### src/design/websocket_frame_parser_unit_assert.svh
// ----------------------------------------------------------------------------
// WebSocket frame parser assertion macros
// Shared concurrent assertion forms, clocked on clk and disabled in reset.
// ----------------------------------------------------------------------------
`ifndef WEBSOCKET_FRAME_PARSER_UNIT_ASSERT_SVH
`define WEBSOCKET_FRAME_PARSER_UNIT_ASSERT_SVH

// Same-cycle implication.
`define WSFP_ASSERT_NOW(lbl, ante, cons, msg) \
  lbl: assert property (@(posedge clk) disable iff (!rst_n) (ante) |-> (cons)) \
    else $error(msg);

// Next-cycle implication.
`define WSFP_ASSERT_NEXT(lbl, ante, cons, msg) \
  lbl: assert property (@(posedge clk) disable iff (!rst_n) (ante) |=> (cons)) \
    else $error(msg);

`endif

### src/design/wsfp_pkg.sv
// ----------------------------------------------------------------------------
// WebSocket frame parser package
// Widths, result kinds and header constants shared by the parser modules.
// ----------------------------------------------------------------------------
package wsfp_pkg;

  localparam int LEN_W = 64;
  localparam int OUT_LEN_W = 64;
  localparam int CNT_W = 4;

  localparam logic [6:0] LEN7_MASK = 7'h7F;
  localparam logic [6:0] LEN7_EXT16 = 7'd126;
  localparam logic [6:0] LEN7_EXT64 = 7'd127;
  localparam logic [3:0] OPCODE_MASK = 4'hF;

  localparam logic [CNT_W-1:0] EXT16_BYTES = 4'd2;
  localparam logic [CNT_W-1:0] EXT64_BYTES = 4'd8;
  localparam logic [CNT_W-1:0] KEY_BYTES = 4'd4;

  typedef enum logic [1:0] {
    KIND_BYTE  = 2'd0,
    KIND_DONE  = 2'd1,
    KIND_ERROR = 2'd2
  } kind_t;

  typedef struct packed {
    logic       valid;
    logic [7:0] data_byte;
    logic       buffer_end;
  } item_t;

endpackage

### src/design/wsfp_in_if.sv
// ----------------------------------------------------------------------------
// WebSocket frame parser input channel
// Valid/ready channel carrying one raw buffer byte per transfer.
// ----------------------------------------------------------------------------
interface wsfp_in_if;
  logic       valid;
  logic       ready;
  logic [7:0] data_byte;
  logic       buffer_end;

  modport source (output valid, output data_byte, output buffer_end, input ready);
  modport sink (input valid, input data_byte, input buffer_end, output ready);
endinterface

### src/design/wsfp_out_if.sv
// ----------------------------------------------------------------------------
// WebSocket frame parser result channel
// Valid/ready channel carrying one parsed result per transfer.
// ----------------------------------------------------------------------------
interface wsfp_out_if;
  logic                           valid;
  logic                           ready;
  logic [1:0]                     kind;
  logic                           fin;
  logic [3:0]                     opcode;
  logic                           masked;
  logic [wsfp_pkg::OUT_LEN_W-1:0] frame_len;
  logic [7:0]                     payload_byte;
  logic                           last;

  modport source (output valid, output kind, output fin, output opcode, output masked,
                  output frame_len, output payload_byte, output last, input ready);
  modport sink (input valid, input kind, input fin, input opcode, input masked,
                input frame_len, input payload_byte, input last, output ready);
endinterface

### src/design/wsfp_in_stage.sv
// ----------------------------------------------------------------------------
// WebSocket frame parser input register
// Holds one accepted byte until the parser takes it.
// ----------------------------------------------------------------------------
module wsfp_in_stage (
  input  logic            clk,
  input  logic            rst_n,
  wsfp_in_if.sink         in_if,
  input  logic            take,
  output wsfp_pkg::item_t item
);

  logic       valid_r;
  logic [7:0] byte_r;
  logic       end_r;

  assign in_if.ready = !valid_r || take;

  always_ff @(posedge clk) begin
    if (!rst_n) begin
      valid_r <= 1'b0;
    end else if (in_if.valid && in_if.ready) begin
      valid_r <= 1'b1;
    end else if (take) begin
      valid_r <= 1'b0;
    end
  end

  always_ff @(posedge clk) begin
    if (in_if.valid && in_if.ready) begin
      byte_r <= in_if.data_byte;
      end_r  <= in_if.buffer_end;
    end
  end

  assign item.valid      = valid_r;
  assign item.data_byte  = byte_r;
  assign item.buffer_end = end_r;

endmodule

### src/design/wsfp_parser.sv
// ----------------------------------------------------------------------------
// WebSocket frame parser core
// Per-byte header state machine, unmasking and the result register.
// ----------------------------------------------------------------------------
`include "websocket_frame_parser_unit_assert.svh"

module wsfp_parser (
  input  logic            clk,
  input  logic            rst_n,
  input  wsfp_pkg::item_t item,
  output logic            take,
  wsfp_out_if.source      out_if
);

  typedef enum logic [2:0] {
    PH_HDR0    = 3'd0,
    PH_HDR1    = 3'd1,
    PH_EXT16   = 3'd2,
    PH_EXT64   = 3'd3,
    PH_KEY     = 3'd4,
    PH_PAYLOAD = 3'd5,
    PH_DRAIN   = 3'd6
  } phase_t;

  phase_t                         phase_r, phase_nxt;
  logic                           fin_r, fin_nxt;
  logic [3:0]                     opcode_r, opcode_nxt;
  logic                           mask_r, mask_nxt;
  logic [wsfp_pkg::LEN_W-1:0]     len_r, len_nxt;
  logic [wsfp_pkg::CNT_W-1:0]     cnt_r, cnt_nxt;
  logic [31:0]                    key_r, key_nxt;
  logic [wsfp_pkg::LEN_W-1:0]     idx_r, idx_nxt;

  logic                           out_valid_r;
  wsfp_pkg::kind_t                out_kind_r;
  logic                           out_fin_r;
  logic [3:0]                     out_opcode_r;
  logic                           out_masked_r;
  logic [wsfp_pkg::OUT_LEN_W-1:0] out_len_r;
  logic [7:0]                     out_byte_r;
  logic                           out_last_r;

  logic                           res_vld;
  wsfp_pkg::kind_t                res_kind;
  logic [7:0]                     res_byte;
  logic                           res_last;
  logic [wsfp_pkg::CNT_W-1:0]     cnt_inc;
  logic [6:0]                     len7;
  logic [7:0]                     key_byte;
  logic [7:0]                     b;

  assign take    = item.valid && (!out_valid_r || out_if.ready);
  assign b       = item.data_byte;
  assign cnt_inc = cnt_r + wsfp_pkg::CNT_W'(1);
  assign len7    = b[6:0] & wsfp_pkg::LEN7_MASK;

  always_comb begin
    case (idx_r[1:0])
      2'd0:    key_byte = key_r[31:24];
      2'd1:    key_byte = key_r[23:16];
      2'd2:    key_byte = key_r[15:8];
      default: key_byte = key_r[7:0];
    endcase
  end

  always_comb begin
    phase_nxt  = phase_r;
    fin_nxt    = fin_r;
    opcode_nxt = opcode_r;
    mask_nxt   = mask_r;
    len_nxt    = len_r;
    cnt_nxt    = cnt_r;
    key_nxt    = key_r;
    idx_nxt    = idx_r;
    res_vld    = 1'b0;
    res_kind   = wsfp_pkg::KIND_BYTE;
    res_byte   = 8'd0;
    res_last   = 1'b0;
    case (phase_r)
      PH_HDR1: begin
        mask_nxt = b[7];
        cnt_nxt  = '0;
        if (len7 == wsfp_pkg::LEN7_EXT16) begin
          len_nxt   = '0;
          phase_nxt = PH_EXT16;
        end else if (len7 == wsfp_pkg::LEN7_EXT64) begin
          len_nxt   = '0;
          phase_nxt = PH_EXT64;
        end else begin
          len_nxt = wsfp_pkg::LEN_W'(len7);
          if (b[7]) begin
            phase_nxt = PH_KEY;
          end else if (len7 == 7'd0) begin
            phase_nxt = PH_DRAIN;
            res_vld   = 1'b1;
            res_kind  = wsfp_pkg::KIND_DONE;
            res_last  = 1'b1;
          end else begin
            phase_nxt = PH_PAYLOAD;
          end
        end
      end
      PH_EXT16, PH_EXT64: begin
        len_nxt = {len_r[wsfp_pkg::LEN_W-9:0], b};
        cnt_nxt = cnt_inc;
        if (cnt_inc >= ((phase_r == PH_EXT16) ? wsfp_pkg::EXT16_BYTES
                                              : wsfp_pkg::EXT64_BYTES)) begin
          cnt_nxt = '0;
          if (mask_r) begin
            phase_nxt = PH_KEY;
          end else if (len_nxt == '0) begin
            phase_nxt = PH_DRAIN;
            res_vld   = 1'b1;
            res_kind  = wsfp_pkg::KIND_DONE;
            res_last  = 1'b1;
          end else begin
            phase_nxt = PH_PAYLOAD;
          end
        end
      end
      PH_KEY: begin
        key_nxt = {key_r[23:0], b};
        cnt_nxt = cnt_inc;
        if (cnt_inc >= wsfp_pkg::KEY_BYTES) begin
          cnt_nxt = '0;
          if (len_r == '0) begin
            phase_nxt = PH_DRAIN;
            res_vld   = 1'b1;
            res_kind  = wsfp_pkg::KIND_DONE;
            res_last  = 1'b1;
          end else begin
            phase_nxt = PH_PAYLOAD;
          end
        end
      end
      PH_PAYLOAD: begin
        idx_nxt  = idx_r + wsfp_pkg::LEN_W'(1);
        res_vld  = 1'b1;
        res_kind = wsfp_pkg::KIND_BYTE;
        res_byte = b ^ (mask_r ? key_byte : 8'd0);
        res_last = (idx_nxt >= len_r);
        if (res_last) begin
          phase_nxt = PH_DRAIN;
        end
      end
      PH_DRAIN: begin
      end
      default: begin
        fin_nxt    = b[7];
        opcode_nxt = b[3:0] & wsfp_pkg::OPCODE_MASK;
        mask_nxt   = 1'b0;
        len_nxt    = '0;
        cnt_nxt    = '0;
        key_nxt    = '0;
        idx_nxt    = '0;
        phase_nxt  = PH_HDR1;
      end
    endcase
    if (item.buffer_end) begin
      if (phase_nxt != PH_DRAIN && phase_nxt != PH_HDR0) begin
        res_vld  = 1'b1;
        res_kind = wsfp_pkg::KIND_ERROR;
        res_byte = 8'd0;
        res_last = 1'b0;
      end
      phase_nxt = PH_HDR0;
    end
  end

  always_ff @(posedge clk) begin
    if (!rst_n) begin
      phase_r     <= PH_HDR0;
      fin_r       <= 1'b0;
      opcode_r    <= '0;
      mask_r      <= 1'b0;
      len_r       <= '0;
      cnt_r       <= '0;
      key_r       <= '0;
      idx_r       <= '0;
      out_valid_r <= 1'b0;
    end else begin
      if (take) begin
        phase_r     <= phase_nxt;
        fin_r       <= fin_nxt;
        opcode_r    <= opcode_nxt;
        mask_r      <= mask_nxt;
        len_r       <= len_nxt;
        cnt_r       <= cnt_nxt;
        key_r       <= key_nxt;
        idx_r       <= idx_nxt;
        out_valid_r <= res_vld;
      end else if (out_if.ready) begin
        out_valid_r <= 1'b0;
      end
    end
  end

  always_ff @(posedge clk) begin
    if (take && res_vld) begin
      out_kind_r   <= res_kind;
      out_fin_r    <= fin_nxt;
      out_opcode_r <= opcode_nxt;
      out_masked_r <= mask_nxt;
      out_len_r    <= wsfp_pkg::OUT_LEN_W'(len_nxt);
      out_byte_r   <= res_byte;
      out_last_r   <= res_last;
    end
  end

  assign out_if.valid        = out_valid_r;
  assign out_if.kind         = out_kind_r;
  assign out_if.fin          = out_fin_r;
  assign out_if.opcode       = out_opcode_r;
  assign out_if.masked       = out_masked_r;
  assign out_if.frame_len    = out_len_r;
  assign out_if.payload_byte = out_byte_r;
  assign out_if.last         = out_last_r;

  `WSFP_ASSERT_NOW(a_error_fields, out_valid_r && out_kind_r == wsfp_pkg::KIND_ERROR,
    !out_last_r && out_byte_r == 8'd0, "error result must carry no byte and no last")
  `WSFP_ASSERT_NOW(a_done_empty, out_valid_r && out_kind_r == wsfp_pkg::KIND_DONE,
    out_last_r && out_len_r == '0, "completion result must be for an empty frame")
  `WSFP_ASSERT_NOW(a_index_bound, phase_r == PH_PAYLOAD,
    idx_r < len_r, "payload index reached the frame length")
  `WSFP_ASSERT_NEXT(a_end_restart, take && item.buffer_end,
    phase_r == PH_HDR0, "buffer end must restart header parsing")

endmodule

### src/design/websocket_frame_parser_unit.sv
// ----------------------------------------------------------------------------
// WebSocket frame parser
// Parses one frame from each received buffer and emits unmasked payload bytes.
// ----------------------------------------------------------------------------
// The in_if channel takes one buffer byte per transfer, with buffer_end set on
// the buffer's final byte. The out_if channel gives at most one result per
// input byte: a payload byte after unmasking (with the header fields beside
// it), a completion result for a frame with an empty payload, or an error when
// the buffer ends before the frame is complete. Other header and key bytes
// and bytes after a complete frame give no result.
// A byte is registered on input and its result is registered on output. The
// block sustains one byte per cycle while the receiver keeps ready high;
// each byte passes once through the header state machine and the unmasking
// logic between the two registers.
// A synchronous reset on rst_n empties both registers and makes the block
// expect the first header byte of a new frame.
// When the receiver holds ready low, the waiting result stays in the output
// register and the input register still takes one more byte if it is empty;
// after that the in_if ready stays low until the result is taken.
// ----------------------------------------------------------------------------
module websocket_frame_parser_unit (
  input  logic       clk,
  input  logic       rst_n,
  wsfp_in_if.sink    in_if,
  wsfp_out_if.source out_if
);

  wsfp_pkg::item_t item;
  logic            take;

  wsfp_in_stage u_in_stage (
    .clk   (clk),
    .rst_n (rst_n),
    .in_if (in_if),
    .take  (take),
    .item  (item)
  );

  wsfp_parser u_parser (
    .clk    (clk),
    .rst_n  (rst_n),
    .item   (item),
    .take   (take),
    .out_if (out_if)
  );

endmodule
### src/flat_wrapper.sv
// flat-port wrapper written by rule: the top's interface ports become plain ports
module websocket_frame_parser_unit_flat 
  (clk, rst_n, in_if_valid, in_if_data_byte, in_if_buffer_end, in_if_ready, out_if_valid, out_if_kind, out_if_fin, out_if_opcode, out_if_masked, out_if_frame_len, out_if_payload_byte, out_if_last, out_if_ready);
  wsfp_in_if in_if_i ();
  wsfp_out_if out_if_i ();
  input  logic clk;
  input  logic rst_n;
  input wire logic [$bits(in_if_i.valid)-1:0] in_if_valid;
  input wire logic [$bits(in_if_i.data_byte)-1:0] in_if_data_byte;
  input wire logic [$bits(in_if_i.buffer_end)-1:0] in_if_buffer_end;
  output wire logic [$bits(in_if_i.ready)-1:0] in_if_ready;
  output wire logic [$bits(out_if_i.valid)-1:0] out_if_valid;
  output wire logic [$bits(out_if_i.kind)-1:0] out_if_kind;
  output wire logic [$bits(out_if_i.fin)-1:0] out_if_fin;
  output wire logic [$bits(out_if_i.opcode)-1:0] out_if_opcode;
  output wire logic [$bits(out_if_i.masked)-1:0] out_if_masked;
  output wire logic [$bits(out_if_i.frame_len)-1:0] out_if_frame_len;
  output wire logic [$bits(out_if_i.payload_byte)-1:0] out_if_payload_byte;
  output wire logic [$bits(out_if_i.last)-1:0] out_if_last;
  input wire logic [$bits(out_if_i.ready)-1:0] out_if_ready;
  assign in_if_i.valid = in_if_valid;
  assign in_if_i.data_byte = in_if_data_byte;
  assign in_if_i.buffer_end = in_if_buffer_end;
  assign in_if_ready = in_if_i.ready;
  assign out_if_valid = out_if_i.valid;
  assign out_if_kind = out_if_i.kind;
  assign out_if_fin = out_if_i.fin;
  assign out_if_opcode = out_if_i.opcode;
  assign out_if_masked = out_if_i.masked;
  assign out_if_frame_len = out_if_i.frame_len;
  assign out_if_payload_byte = out_if_i.payload_byte;
  assign out_if_last = out_if_i.last;
  assign out_if_i.ready = out_if_ready;
  websocket_frame_parser_unit u_core (.clk(clk), .rst_n(rst_n), .in_if(in_if_i), .out_if(out_if_i));
endmodule
### config.mk
export PLATFORM = sky130hd
export DESIGN_NAME = websocket_frame_parser_unit_flat
export DESIGN_NICKNAME = d
export VERILOG_FILES = /design/src/design/wsfp_pkg.sv /design/src/design/wsfp_in_if.sv /design/src/design/wsfp_out_if.sv /design/src/design/wsfp_in_stage.sv /design/src/design/wsfp_parser.sv /design/src/design/websocket_frame_parser_unit.sv /design/src/flat_wrapper.sv
export VERILOG_INCLUDE_DIRS = /design/src /design/src/design
export SDC_FILE = /design/constraint.sdc
export NUM_CORES = 1
export LEC_CHECK = 0
export BUFFER_PORTS_ARGS = -buffer_cell sky130_fd_sc_hd__buf_2
export CAP_MARGIN = 25
export CORE_MARGIN = 2
export CORE_UTILIZATION = 34
export CTS_BUF_LIST = sky130_fd_sc_hd__clkbuf_8
export CTS_CLUSTER_DIAMETER = 120
export CTS_CLUSTER_SIZE = 14
export DETAILED_ROUTE_END_ITERATION = 16
export GPL_ROUTABILITY_DRIVEN = 0
export RECOVER_POWER = 100
export SYNTH_ARGS = -nofsm -noshare
export SYNTH_HDL_FRONTEND = slang
export SYNTH_HIERARCHICAL = 1
export SYNTH_SLANG_ARGS = --single-unit
### constraint.sdc
create_clock -name clk -period 8.3 [get_ports clk]
set_input_delay 1.66 -clock clk [delete_from_list [all_inputs] [get_ports clk]]
set_output_delay 1.66 -clock clk [all_outputs]
set_load 0.03 [all_outputs]
---- Word level (Yosys, flattened, before mapping) ----
Index checks and enable logic that the tools add are counted.
word-level totals
  bits in registers ....................... 265
  input port bits ......................... 13
  output and inout bits ................... 83
  logic and storage cells ................. 124
operators by class
  add/subtract/negate cells ............... 2
  $lt $le $gt $ge ......................... 3
  equal/unequal tests ..................... 11
  muxes and demuxes ....................... 60
  bitwise logic cells ..................... 4
  reduce and logical (&&, ||, !) cells .... 25
operators by type and width
  kind                   number
  $pmux 64 s3            1
  $logic_not 64->1       2
  $pmux 64 s2            1
  $add 64x1->64 const B  1
  $ge 64x64->1           1
  $pmux 32 s2            1
  $mux 8                 4
  $mux 1                 27
  $pmux 8 s3             1
  $mux 3                 6
  $mux 4                 4
  $pmux 3 s5             1
  $reduce_or 5->1        3
  $eq 7x7->1 const B     2
  $mux 2                 7
  $mux 7                 2
  $pmux 4 s3             1
  $eq 3x3->1 const B     3
  $pmux 1 s4             2
  $xor 8x8->8            1
  $logic_not 7->1        1
  $eq 3x2->1 const B     2
  $reduce_and 2->1       3
  $reduce_or 6->1        1
  other kinds (18)       27

---- Longest topological paths before layout ----
Gate-level depths: netlist of run 1.
  depth in word-level cells ............... 11
  depth in mapped cells ................... 19
  gate-level depth less buffers ........... 17

---- Modules after synthesis ----
The synthesis of run 1 kept the hierarchy.
modules (own cells, without submodules)
  module         instances  cells each  area each (um2)
  wsfp_parser    1          1576        13555.5
  wsfp_in_stage  1          16          342.8

---- Worst setup path before layout of run 1 ----
No wires, ideal clock.
  kind .................................... register to register
  start point ............................. reg u_core.u_parser.phase_r[2]
  end point ............................... reg u_core.u_parser.out_fin_r, in the netlist u_core/u_parser/out_if.fin (enable)
  library setup time ...................... 568 ps
  arrival ................................. 6644 ps
  data required time ...................... 7732 ps
  setup slack ............................. 1088 ps
  cell stages (with the launch flop) ...... 13
  buffers on the path ..................... 2
  period minus slack after synthesis ...... 7212 ps
  cell sequence ........................... dfxtp_1 nand2b_1 clkbuf_1 clkbuf_1 nor2_1 ha_1 nand2_1 o211ai_1 a21oi_1 or3_1 o21ai_0 a21oi_1 a31oi_1
between the ends
  word-level cells in the longest chain between the ends .. 10
  elaborated cells on any way between the ends .. 21
ends and longest elaborated chain
  element                                          RTL line                               source
  from (decl)                                      wsfp_parser.sv:25                      phase_t phase_r, phase_nxt;
  from (signal assigned)                           wsfp_parser.sv:183                     phase_r <= phase_nxt;
  $eq 3x2->1                                       wsfp_parser.sv:79, wsfp_parser.sv:106
  $mux 4                                           wsfp_parser.sv:106                     if (cnt_inc >= ((phase_r == PH_EXT16) ? wsfp_pkg::EXT16_BYTES
  $ge 4x4->1                                       wsfp_parser.sv:106
  $mux 3                                           wsfp_parser.sv:106
  $pmux 3 s5                                       wsfp_parser.sv:79                      case (phase_r)
  $ne 3x3->1 or $reduce_bool 3->1 (tied branches)  wsfp_parser.sv:160                     if (phase_nxt != PH_DRAIN && phase_nxt != PH_HDR0) begin
  $logic_and 1x1->1                                wsfp_parser.sv:160
  $mux 1                                           wsfp_parser.sv:160
  $mux 1 (*)                                       wsfp_parser.sv:159                     if (item.buffer_end) begin
  $logic_and 1x1->1 (*)                            wsfp_parser.sv:199                     if (take && res_vld) begin
  to (signal assigned)                             wsfp_parser.sv:201                     out_fin_r <= fin_nxt;
  to (decl)                                        wsfp_parser.sv:36                      logic out_fin_r;
Every way passes the cells marked *; elsewhere a longest branch is shown, timed or not.
A chain may end at the register's enable or synchronous reset.

---- Worst setup path after layout of run 1 ----
  start point ............................. reg u_core/u_parser/idx_r[0] (netlist name)
  end point ............................... reg u_core.u_parser.out_byte_r[5], in the netlist u_core/u_parser/out_if.payload_byte[5], data pin
between the ends
  word-level cells in the longest chain between the ends .. 8
  elaborated cells on any way between the ends .. 16
ends and longest elaborated chain
  element                                          RTL line            source
  from (decl)                                      wsfp_parser.sv:32   logic [wsfp_pkg::LEN_W-1:0] idx_r, idx_nxt;
  from (signal assigned)                           wsfp_parser.sv:190  idx_r <= idx_nxt;
  $add 64x1->64                                    wsfp_parser.sv:137  idx_nxt = idx_r + wsfp_pkg::LEN_W'(1);
  $ge 64x64->1                                     wsfp_parser.sv:141  res_last = (idx_nxt >= len_r);
  $mux 3                                           wsfp_parser.sv:142  if (res_last) begin
  $pmux 3 s5                                       wsfp_parser.sv:79
  $ne 3x3->1 or $reduce_bool 3->1 (tied branches)  wsfp_parser.sv:160
  $logic_and 1x1->1                                wsfp_parser.sv:160
  $mux 8                                           wsfp_parser.sv:160
  $mux 8 (*)                                       wsfp_parser.sv:159
  named net u_core.u_parser.res_byte[5]            wsfp_parser.sv:45   logic [7:0] res_byte;
  to (signal assigned)                             wsfp_parser.sv:205  out_byte_r <= res_byte;
  to (decl)                                        wsfp_parser.sv:40   logic [7:0] out_byte_r;
The timed path passes the listed nets; every way through them passes the cells marked *.

==> metrics.sh, run 1 <==
WORSTSETUPSTARTPOINTTYPE='flip-flop'
CLKSINKCOUNT=265
INSERTION_DELAY_PS=600
H-TREE-DEPTH=1
CLK_ROOT_BUFFER_CELL='sky130_fd_sc_hd__clkbuf_8'
YS_TYPES=67
TIMING_WORST_SLEW_PIN_VALUE_PS=3321
POST_CTS_REPAIR_RESIZE_COUNT=0
TIMING.SETUP.CRITICAL_PATH_CLASS='reg2reg'
NETLIST.TOP_CELL.BY_AREA='sky130_fd_sc_hd__dfxtp_1'
FINAL_CRITICAL_PATH_SETUP_SLACK_PS=2320
IO_PINS=96
SYN-INSTANCE-COUNT=1592
TIMING.CRITICAL_PATH.SLOWEST_STAGE_CELL='sky130_fd_sc_hd__nor3_1'
SWITCHING_SHARE_PCT=25.63
HPWLAFTERDP_MM=26.02
DRT_PRE_ANTENNA_ITERS=5
CTS.HOLD.BUFFERS_ADDED=0
TIMING.MAX_SLEW.REL_SLACK_PCT=-121.4
DRT.ANTENNA.VIOLATING_NETS=0
ROUTED_WIRE_LENGTH_PER_INSTANCE_UM=17.21
INITIAL_CORE_UTILIZATION_PCT=34.27
SYN_TO_FINAL_GROWTH_PCT=8.156
FLOORPLAN.DIE.WIDTH_UM=206.2
DETAIL_ROUTE.ITER0.VIOLATIONS=925
POSTSYNTH.ASYNCRESETSHARE_PCT=0
CELLPOWERDENSITY_nW_PER_UM2=147.6
PORT_BUFFERS=95
SYNTH-SEQ-AREA-SHARE_PCT=44.65
RSZ0062_AT_GRT='false'
FIN_NETS=1710
DP_SLACK_PS=2919
SHARE_CLK_OF_TOTAL_POWER_PCT=31.8
ANTENNA_FOUND_INITIAL=0
POWER.SEQUENTIAL.FRACTION_PCT=61.8
LEAKAGE_nW=5.239
COMB_POWER_SHARE_PCT=6.3
ANTENNA-DIODE-COUNT=0
TOTAL_POWER_mW=2.218
GRT_OVERFLOW_TOTAL=0
FINAL_LAYOUT_SIZE_SUFFIX_GT1_SHARE_PCT=3.720
CTS-ROOT-TO-SINK-BUFFERS=3
SYNTH.YOSYS.WARNINGS=6
PLACEABLECOREAREA_UM2=40550
CAP_VIOLATIONS=2
DR_TOTAL_VIAS=11480
CPPEAKSTAGEDELAY_PS=870
CRIT_PATH_END_KIND='flip-flop'
DRT_WL_TOTAL_MM=37.38
OUTCOME='finished, violations left'
POWER.INTERNAL_mW=1.650
FP.DIEH_UM=206.2
GRT_MAX_DEGREE=83
SYN-MEAN-INSTANCE-AREA_UM2=8.730
GRT_PASS1_VIAS=10560
SETUP_VIOL=0
VIOLATIONS='capacitance limit, slew limit'
WORSTPATHCELLLIST='nand3_1 > or4_1 > or3_1 > nor3_1 > nand4_4 > or2_0 > xnor2_1 > ha_1 > nand4_1 > nor4bb_1 > nand2_1 > nor4_1 > a311oi_1 > nand2_1 > a31oi_1 > nor3_1'
YOSYSTOPAREACELLSHARE_PCT=25.21
SYNTHESIS.NETS=1677
GROUTE.USAGE.OVERALL_PCT=17.43
SLEW_LIMIT_FAILS=93
FINALCLOCKSKEW_PS=27.65
VIASPERCELL=5.287
FIRST_PASS_GRT_WIRE_LENGTH_MM=58.64
SYNTH_EDF_COUNT=90
HOLD_SLACK_PS=471.2
CTS.REPAIR_TIMING.SETUP_BUFFER_COUNT=0
ROUTE.DETAILED.DRC=0
DOMINANTREGCELLSYNTH='sky130_fd_sc_hd__dfxtp_1'
FLOORPLAN.DIE_AREA_UM2=42510
WORST_HOLD_PATH_TYPE='reg2reg'
CTS_MADE_BUFFERS=22
WORSTPATHREQUIRED_PS=8710
ARRIVAL_PS=6390
NET-SWITCHING-POWER_mW=0.5684
CTS_TREE='yes'
FINAL-HOLD-VIOLATION-COUNT=0
PEAKVDDDROP_V=0.0001203
FINALCRITICALPERIOD_PS=5980
MAX_FANOUT_ON_CRITICAL_PATH=8
SYN_AREA_UM2=13900
CLKTRANSATPATHREGS_PS=100
MAX_CLOCK_FREQ_MHz=167.2
FLOORPLAN.ROWS=74
FLOPS_LATCHES_SYNTH=265
FIN_SETUP_TNS_PS=0
SYNTHTOPCELLSBYAREA='sky130_fd_sc_hd__dfxtp_1 25%, sky130_fd_sc_hd__edfxtp_1 19%, sky130_fd_sc_hd__ha_1 6.5%'
POST-ROUTE-PERIOD-UTIL_PCT=72.05
worst paths after layout:
kind | start | endpoint | slack [ps] | cells past startpoint
worst max-delay path | u_core/u_parser/idx_r[0] | u_core/u_parser/out_if.payload_byte[5] | 2320 | 16
worst min-delay path | u_core/u_parser/key_r[26] | u_core/u_parser/key_r[26] | 470 | 2
worst max register to register | u_core/u_parser/idx_r[0] | u_core/u_parser/out_if.payload_byte[5] | 2320 | 16
worst min register to register | u_core/u_parser/key_r[26] | u_core/u_parser/key_r[26] | 470 | 2
cell families after synthesis:
logic type                 synth area share, %
DFF                                      44.65
adders and majority gates                6.482
muxes                                   0.7652
buffers and inverters                    4.735
xor gates and xnor gates                 4.537
AOI/OAI and AO/OA                        15.98
and+or+nand+nor                          22.85
layout make-up:
type	instances	area (um2)
clock buffers	23	316.6
clock inverters	16	60.06
fillers	4222	25520
inverters	73	276.5
multi-input cells	1157	7009
flip-flops and latches	265	6206
well taps	532	665.6
repair buffers	106	498.0
synthesized netlist by cell type (17+ instances only):
cell	instances
sky130_fd_sc_hd__a21boi_0	43
sky130_fd_sc_hd__a21oi_1	115
sky130_fd_sc_hd__a22o_1	17
sky130_fd_sc_hd__clkbuf_1	87
sky130_fd_sc_hd__dfxtp_1	175
sky130_fd_sc_hd__edfxtp_1	90
sky130_fd_sc_hd__ha_1	72
sky130_fd_sc_hd__inv_1	72
sky130_fd_sc_hd__nand2_1	232
sky130_fd_sc_hd__nand3_1	67
sky130_fd_sc_hd__nand4_1	20
sky130_fd_sc_hd__nor2_1	103
sky130_fd_sc_hd__nor2b_1	96
sky130_fd_sc_hd__nor3_1	24
sky130_fd_sc_hd__nor4_1	21
sky130_fd_sc_hd__o21ai_0	112
sky130_fd_sc_hd__xnor2_1	42
sky130_fd_sc_hd__xor2_1	30
stage by stage:
step / cell area, um2 / cells / utilization, %
3_5_place_dp: 14800 / 2131 / 36.49
3_3_place_gp: 14770 / 2130 / 36.42
6_report: 15030 / 2172 / 37.07
5_1_grt: 15030 / 2172 / 37.07
2_1_floorplan: 13900 / 1592 / -
4_1_cts: 15180 / 2170 / 37.42
metal layers:
metal	global-route usage, %	routed length [um]	vias to the layer above
met4	4.209	805	0
met5	0	0	-
li1	-	-	5632
met3	3.453	2865	41
met2	27.13	16180	390
met1	24.76	17530	5421
state kept, by name, indices dropped and copies added, names as in the netlist:
signal,flops
u_core/u_parser/phase_r,3
u_core/u_in_stage/byte_r,8
u_core/u_parser/len_r,64
u_core/u_parser/out_if.fin,1
u_core/u_parser/opcode_r,4
u_core/u_parser/out_if.frame_len,64
u_core/u_parser/key_r,32
u_core/u_parser/out_if.last,1
u_core/u_parser/out_if.valid,1
u_core/u_parser/idx_r,64
u_core/u_in_stage/valid_r,1
u_core/u_parser/fin_r,1
u_core/u_in_stage/end_r,1
u_core/u_parser/out_if.masked,1
u_core/u_parser/out_if.opcode,4
u_core/u_parser/out_if.kind,2
u_core/u_parser/cnt_r,4
u_core/u_parser/out_if.payload_byte,8
u_core/u_parser/mask_r,1
power groups by stage:
stage | Combinational [mW] | Clock [mW] | Sequential (mW)
after global routing | 0.152 | 0.775 | 1.37
after detailed placement | 0.144 | 0 | 1.40
final | 0.140 | 0.706 | 1.37
after floorplan | 0.0800 | 0 | 1.42
after CTS | 0.145 | 0.727 | 1.37
after global placement | 0.144 | 0 | 1.40
critical path: cells and delay by family, from the launching register on:
family	cells	cell delay [ps]
flip-flops	1	480
AO/OA/AOI/OAI	2	520
adder cells (fa/ha/maj)	1	310
XOR/XNOR	1	150
AND/OR/NAND/NOR	12	4330
cells in the final DEF, fill, tap and decap left out, drive strengths merged, types with 4 or more instances in the layout:
master,synthesis,layout
a211oi,4,4
a21boi,44,44
a21o,5,5
a21oi,115,115
a222oi,8,8
a22o,17,17
a22oi,16,16
a31oi,16,16
and2,13,13
and3,11,11
and4,16,16
buf,9,20
clkbuf,88,109
dfxtp,175,175
edfxtp,90,90
ha,72,72
inv,73,89
mux2,5,5
mux2i,5,5
nand2,232,232
nand2b,7,7
nand3,68,68
nand4,22,22
nor2,103,103
nor2b,96,96
nor3,25,25
nor4,22,22
o211ai,5,5
o21ai,112,112
o31ai,8,8
or2,4,4
or3,6,6
xnor2,42,42
xor2,30,30
Note: power is estimated with default switching activity, not from simulation.
==> inputs of run 2 (changes only) <==
==> constraint.sdc (replaced) <==
create_clock -name clk -period 5.1 [get_ports clk]
set_input_delay 1.02 -clock clk [delete_from_list [all_inputs] [get_ports clk]]
set_output_delay 1.02 -clock clk [all_outputs]
set_load 0.03 [all_outputs]
==> metrics.sh, run 2 (synthesized netlist as in run 1, its figures left out) <==
LEAKAGE_nW=5.332
TOTAL_POWER_mW=3.607
LAYOUT.CELLS.MOST_COMMON='sky130_fd_sc_hd__nand2_1'
INITIAL_CORE_UTILIZATION_PCT=34.27
CTS_MADE_BUFFERS=22
CELLPOWERDENSITY_nW_PER_UM2=237.4
FLOORPLAN.DIE_AREA_UM2=42510
GROUTE.USAGE.OVERALL_PCT=17.46
AMOUNT_OF_WIRE_ON_MET3_AFTER_DETAILED_ROUTING_MM=2.324
IO_PINS=96
WORSTPATHREQUIRED_PS=5510
FIN_CELLS=2188
ROUTED_WIRE_LENGTH_PER_INSTANCE_UM=17.24
TIMING_WORST_SLEW_PIN_VALUE_PS=3277
FIN_NETS=1726
VIOLATIONS='capacitance limit, slew limit'
TIMING.HOLD.WORST.START='u_core/u_parser/key_r[27]'
CAP_VIOLATIONS=2
CRIT_PATH_END_KIND='flip-flop'
TIMING.SETUP.CRITICAL_PATH_CLASS='reg2reg'
FP.DIEH_UM=206.2
SYN_TO_FINAL_GROWTH_PCT=9.327
FINALCRITICALPERIOD_PS=4891
ARRIVAL_PS=5300
HOLD_PATH_END='u_core/u_parser/key_r[27]'
WORSTSETUPSTARTPOINT='u_core/u_parser/idx_r[12]'
HPWLAFTERDP_MM=26.00
TIMING.REG2REG.WORST_PATH_DEPTH=18
CLKSINKCOUNT=265
FLOORPLAN.DIE.WIDTH_UM=206.2
DETAIL_ROUTE.ITER0.VIOLATIONS=945
FLOORPLAN.ROWS=74
WORSTHOLDPATHCELLS=2
FINAL-HOLD-VIOLATION-COUNT=0
TOPROUTINGLAYERUSED='met5'
PLACED_CELLS_INCL_TAPS=2143
GRT_PASS1_VIAS=10570
DRT.ANTENNA.VIOLATING_NETS=0
PLACEABLECOREAREA_UM2=40550
SWITCHING_SHARE_PCT=25.44
POWER.INTERNAL_mW=2.690
FIRST_PASS_GRT_WIRE_LENGTH_MM=59.04
MAX_FANOUT_ON_CRITICAL_PATH=8
CPPEAKSTAGEDELAY_PS=580
GRT_MAX_DEGREE=80
COMB_POWER_SHARE_PCT=6.5
GRT_OVERFLOW_TOTAL=0
OUTCOME='finished, violations left'
DR_TOTAL_VIAS=11470
ROUTEDLENGTHMET1_MM=18.29
FINALCLOCKSKEW_PS=25.90
PEAKVDDDROP_V=0.0001844
DRT_PRE_ANTENNA_ITERS=6
SHARE_CLK_OF_TOTAL_POWER_PCT=31.6
ANTENNA_FOUND_INITIAL=1
SETUP_VIOL=0
RR_STARTPOINT='u_core/u_parser/idx_r[12]'
REGTOREGENDPOINT='u_core/u_parser/out_if.payload_byte[7]'
ANTENNA-DIODE-COUNT=0
POST-ROUTE-PERIOD-UTIL_PCT=95.91
CTS.HOLD.BUFFERS_ADDED=0
PORT_BUFFERS=95
PATH_COMMON_CELL='sky130_fd_sc_hd__nand2_1'
VIASPERCELL=5.242
POWER.SEQUENTIAL.FRACTION_PCT=61.9
NET-SWITCHING-POWER_mW=0.9176
CTS_TREE='yes'
WORSTPATHCELLLIST='nand3_1 > or4_4 > or3_1 > nor3_4 > buf_12 > nand4_4 > or2_4 > xnor2_1 > ha_1 > nand4_1 > nor4bb_2 > nand2_1 > nor4_4 > a221oi_1 > nand2_1 > a31oi_1 > buf_4 > nor3_1'
MAX_CLOCK_FREQ_MHz=204.4
FINAL_UTIL_PCT=37.47
WORST_HOLD_PATH_TYPE='reg2reg'
WORSTSETUPSTARTPOINTTYPE='flip-flop'
FINAL_LAYOUT_SIZE_SUFFIX_GT1_SHARE_PCT=5.193
TIMING.CRITICAL_PATH.SLOWEST_STAGE_CELL='sky130_fd_sc_hd__or4_4'
CLK_ROOT_BUFFER_CELL='sky130_fd_sc_hd__clkbuf_8'
HOLD_SLACK_PS=479.5
INSERTION_DELAY_PS=590
REG2REG_SLACK_PS=210
SLEW_LIMIT_FAILS=141
TIMING.MAX_SLEW.REL_SLACK_PCT=-118.4
ROUTE.DETAILED.DRC=0
MET2ROUTEDLENGTH_MM=16.23
CLKTRANSATPATHREGS_PS=100
LEADING_CELL_TYPES_IN_THE_LAYOUT_FILL_AND_TAPS_EXCLUDED='232 x sky130_fd_sc_hd__nand2_1, 174 x sky130_fd_sc_hd__dfxtp_1, 115 x sky130_fd_sc_hd__a21oi_1'
DRT_WL_TOTAL_MM=37.71
CTS-ROOT-TO-SINK-BUFFERS=3
FIN_SETUP_TNS_PS=0
H-TREE-DEPTH=1
==> run 2: through the flow <==
| step | area (um2) | worst slack (ps) |
|---|---|---|
| 2_1_floorplan | 13910 | 578.4 |
| 3_3_place_gp | 14860 | 195.1 |
| 3_5_place_dp | 14860 | 17.46 |
| 4_1_cts | 15230 | 42.61 |
| 5_1_grt | 15190 | -10.23 |
| 6_report | 15190 | 208.6 |
==> run 2: power groups by stage <==
| stage | Sequential (mW) | Clock [mW] | Combinational (mW) |
|---|---|---|---|
| floorplan | 2.31 | 0 | 0.131 |
| global placement | 2.28 | 0 | 0.235 |
| detailed placement | 2.28 | 0 | 0.238 |
| CTS | 2.23 | 1.19 | 0.239 |
| global route | 2.24 | 1.26 | 0.253 |
| finish | 2.23 | 1.14 | 0.235 |
==> run 2: metal layers <==
layer | GRT usage, % | up-vias
met5 | 0 | -
met4 | 4.490 | 2
met3 | 2.633 | 52
met2 | 26.33 | 346
met1 | 25.90 | 5410
li1 | - | 5659
==> run 2: cell type report <==
| class | instances | area, um2 |
|---|---|---|
| multi-input cells | 1157 | 7087 |
| flip-flops and latches | 265 | 6207 |
| clock inverters | 16 | 60.06 |
| repair buffers | 122 | 581.8 |
| clock buffers | 23 | 316.6 |
| fillers | 4166 | 25360 |
| inverters | 73 | 276.5 |
| well taps | 532 | 665.6 |
==> run 2: timing repair <==
action / CTS / global route
resized for setup: 0 / 8
pin swaps: 1 / 3
cloned: 0 / 0
buffers inserted: 0 / 4
endpoints found under the setup margin: 2 / 12
==> run 2: how the worst max path moves through the flow <==
| stage | to | slack (ps) | cells after the start |
|---|---|---|---|
| global placement | u_core/u_parser/out_if.payload_byte[0] | 200 | 17 |
| CTS | u_core/u_parser/out_if.payload_byte[3] | 40 | 17 |
| floorplan | u_core/u_parser/out_if.payload_byte[0] | 580 | 19 |
| detailed placement | u_core/u_parser/out_if.payload_byte[7] | 20 | 17 |
| finish | u_core/u_parser/out_if.payload_byte[7] | 210 | 18 |
| global route | u_core/u_parser/out_if.payload_byte[0] | -10 | 18 |
==> run 2: critical path: cells and delay by family (launching register included) <==
kind,cells,cell delay [ps]
AND/OR/NAND/NOR,12,3180
flip-flops,1,480
buffers and inverters,2,340
adder cells (fa/ha/maj),1,290
AO/OA/AOI/OAI,2,290
XOR/XNOR,1,130
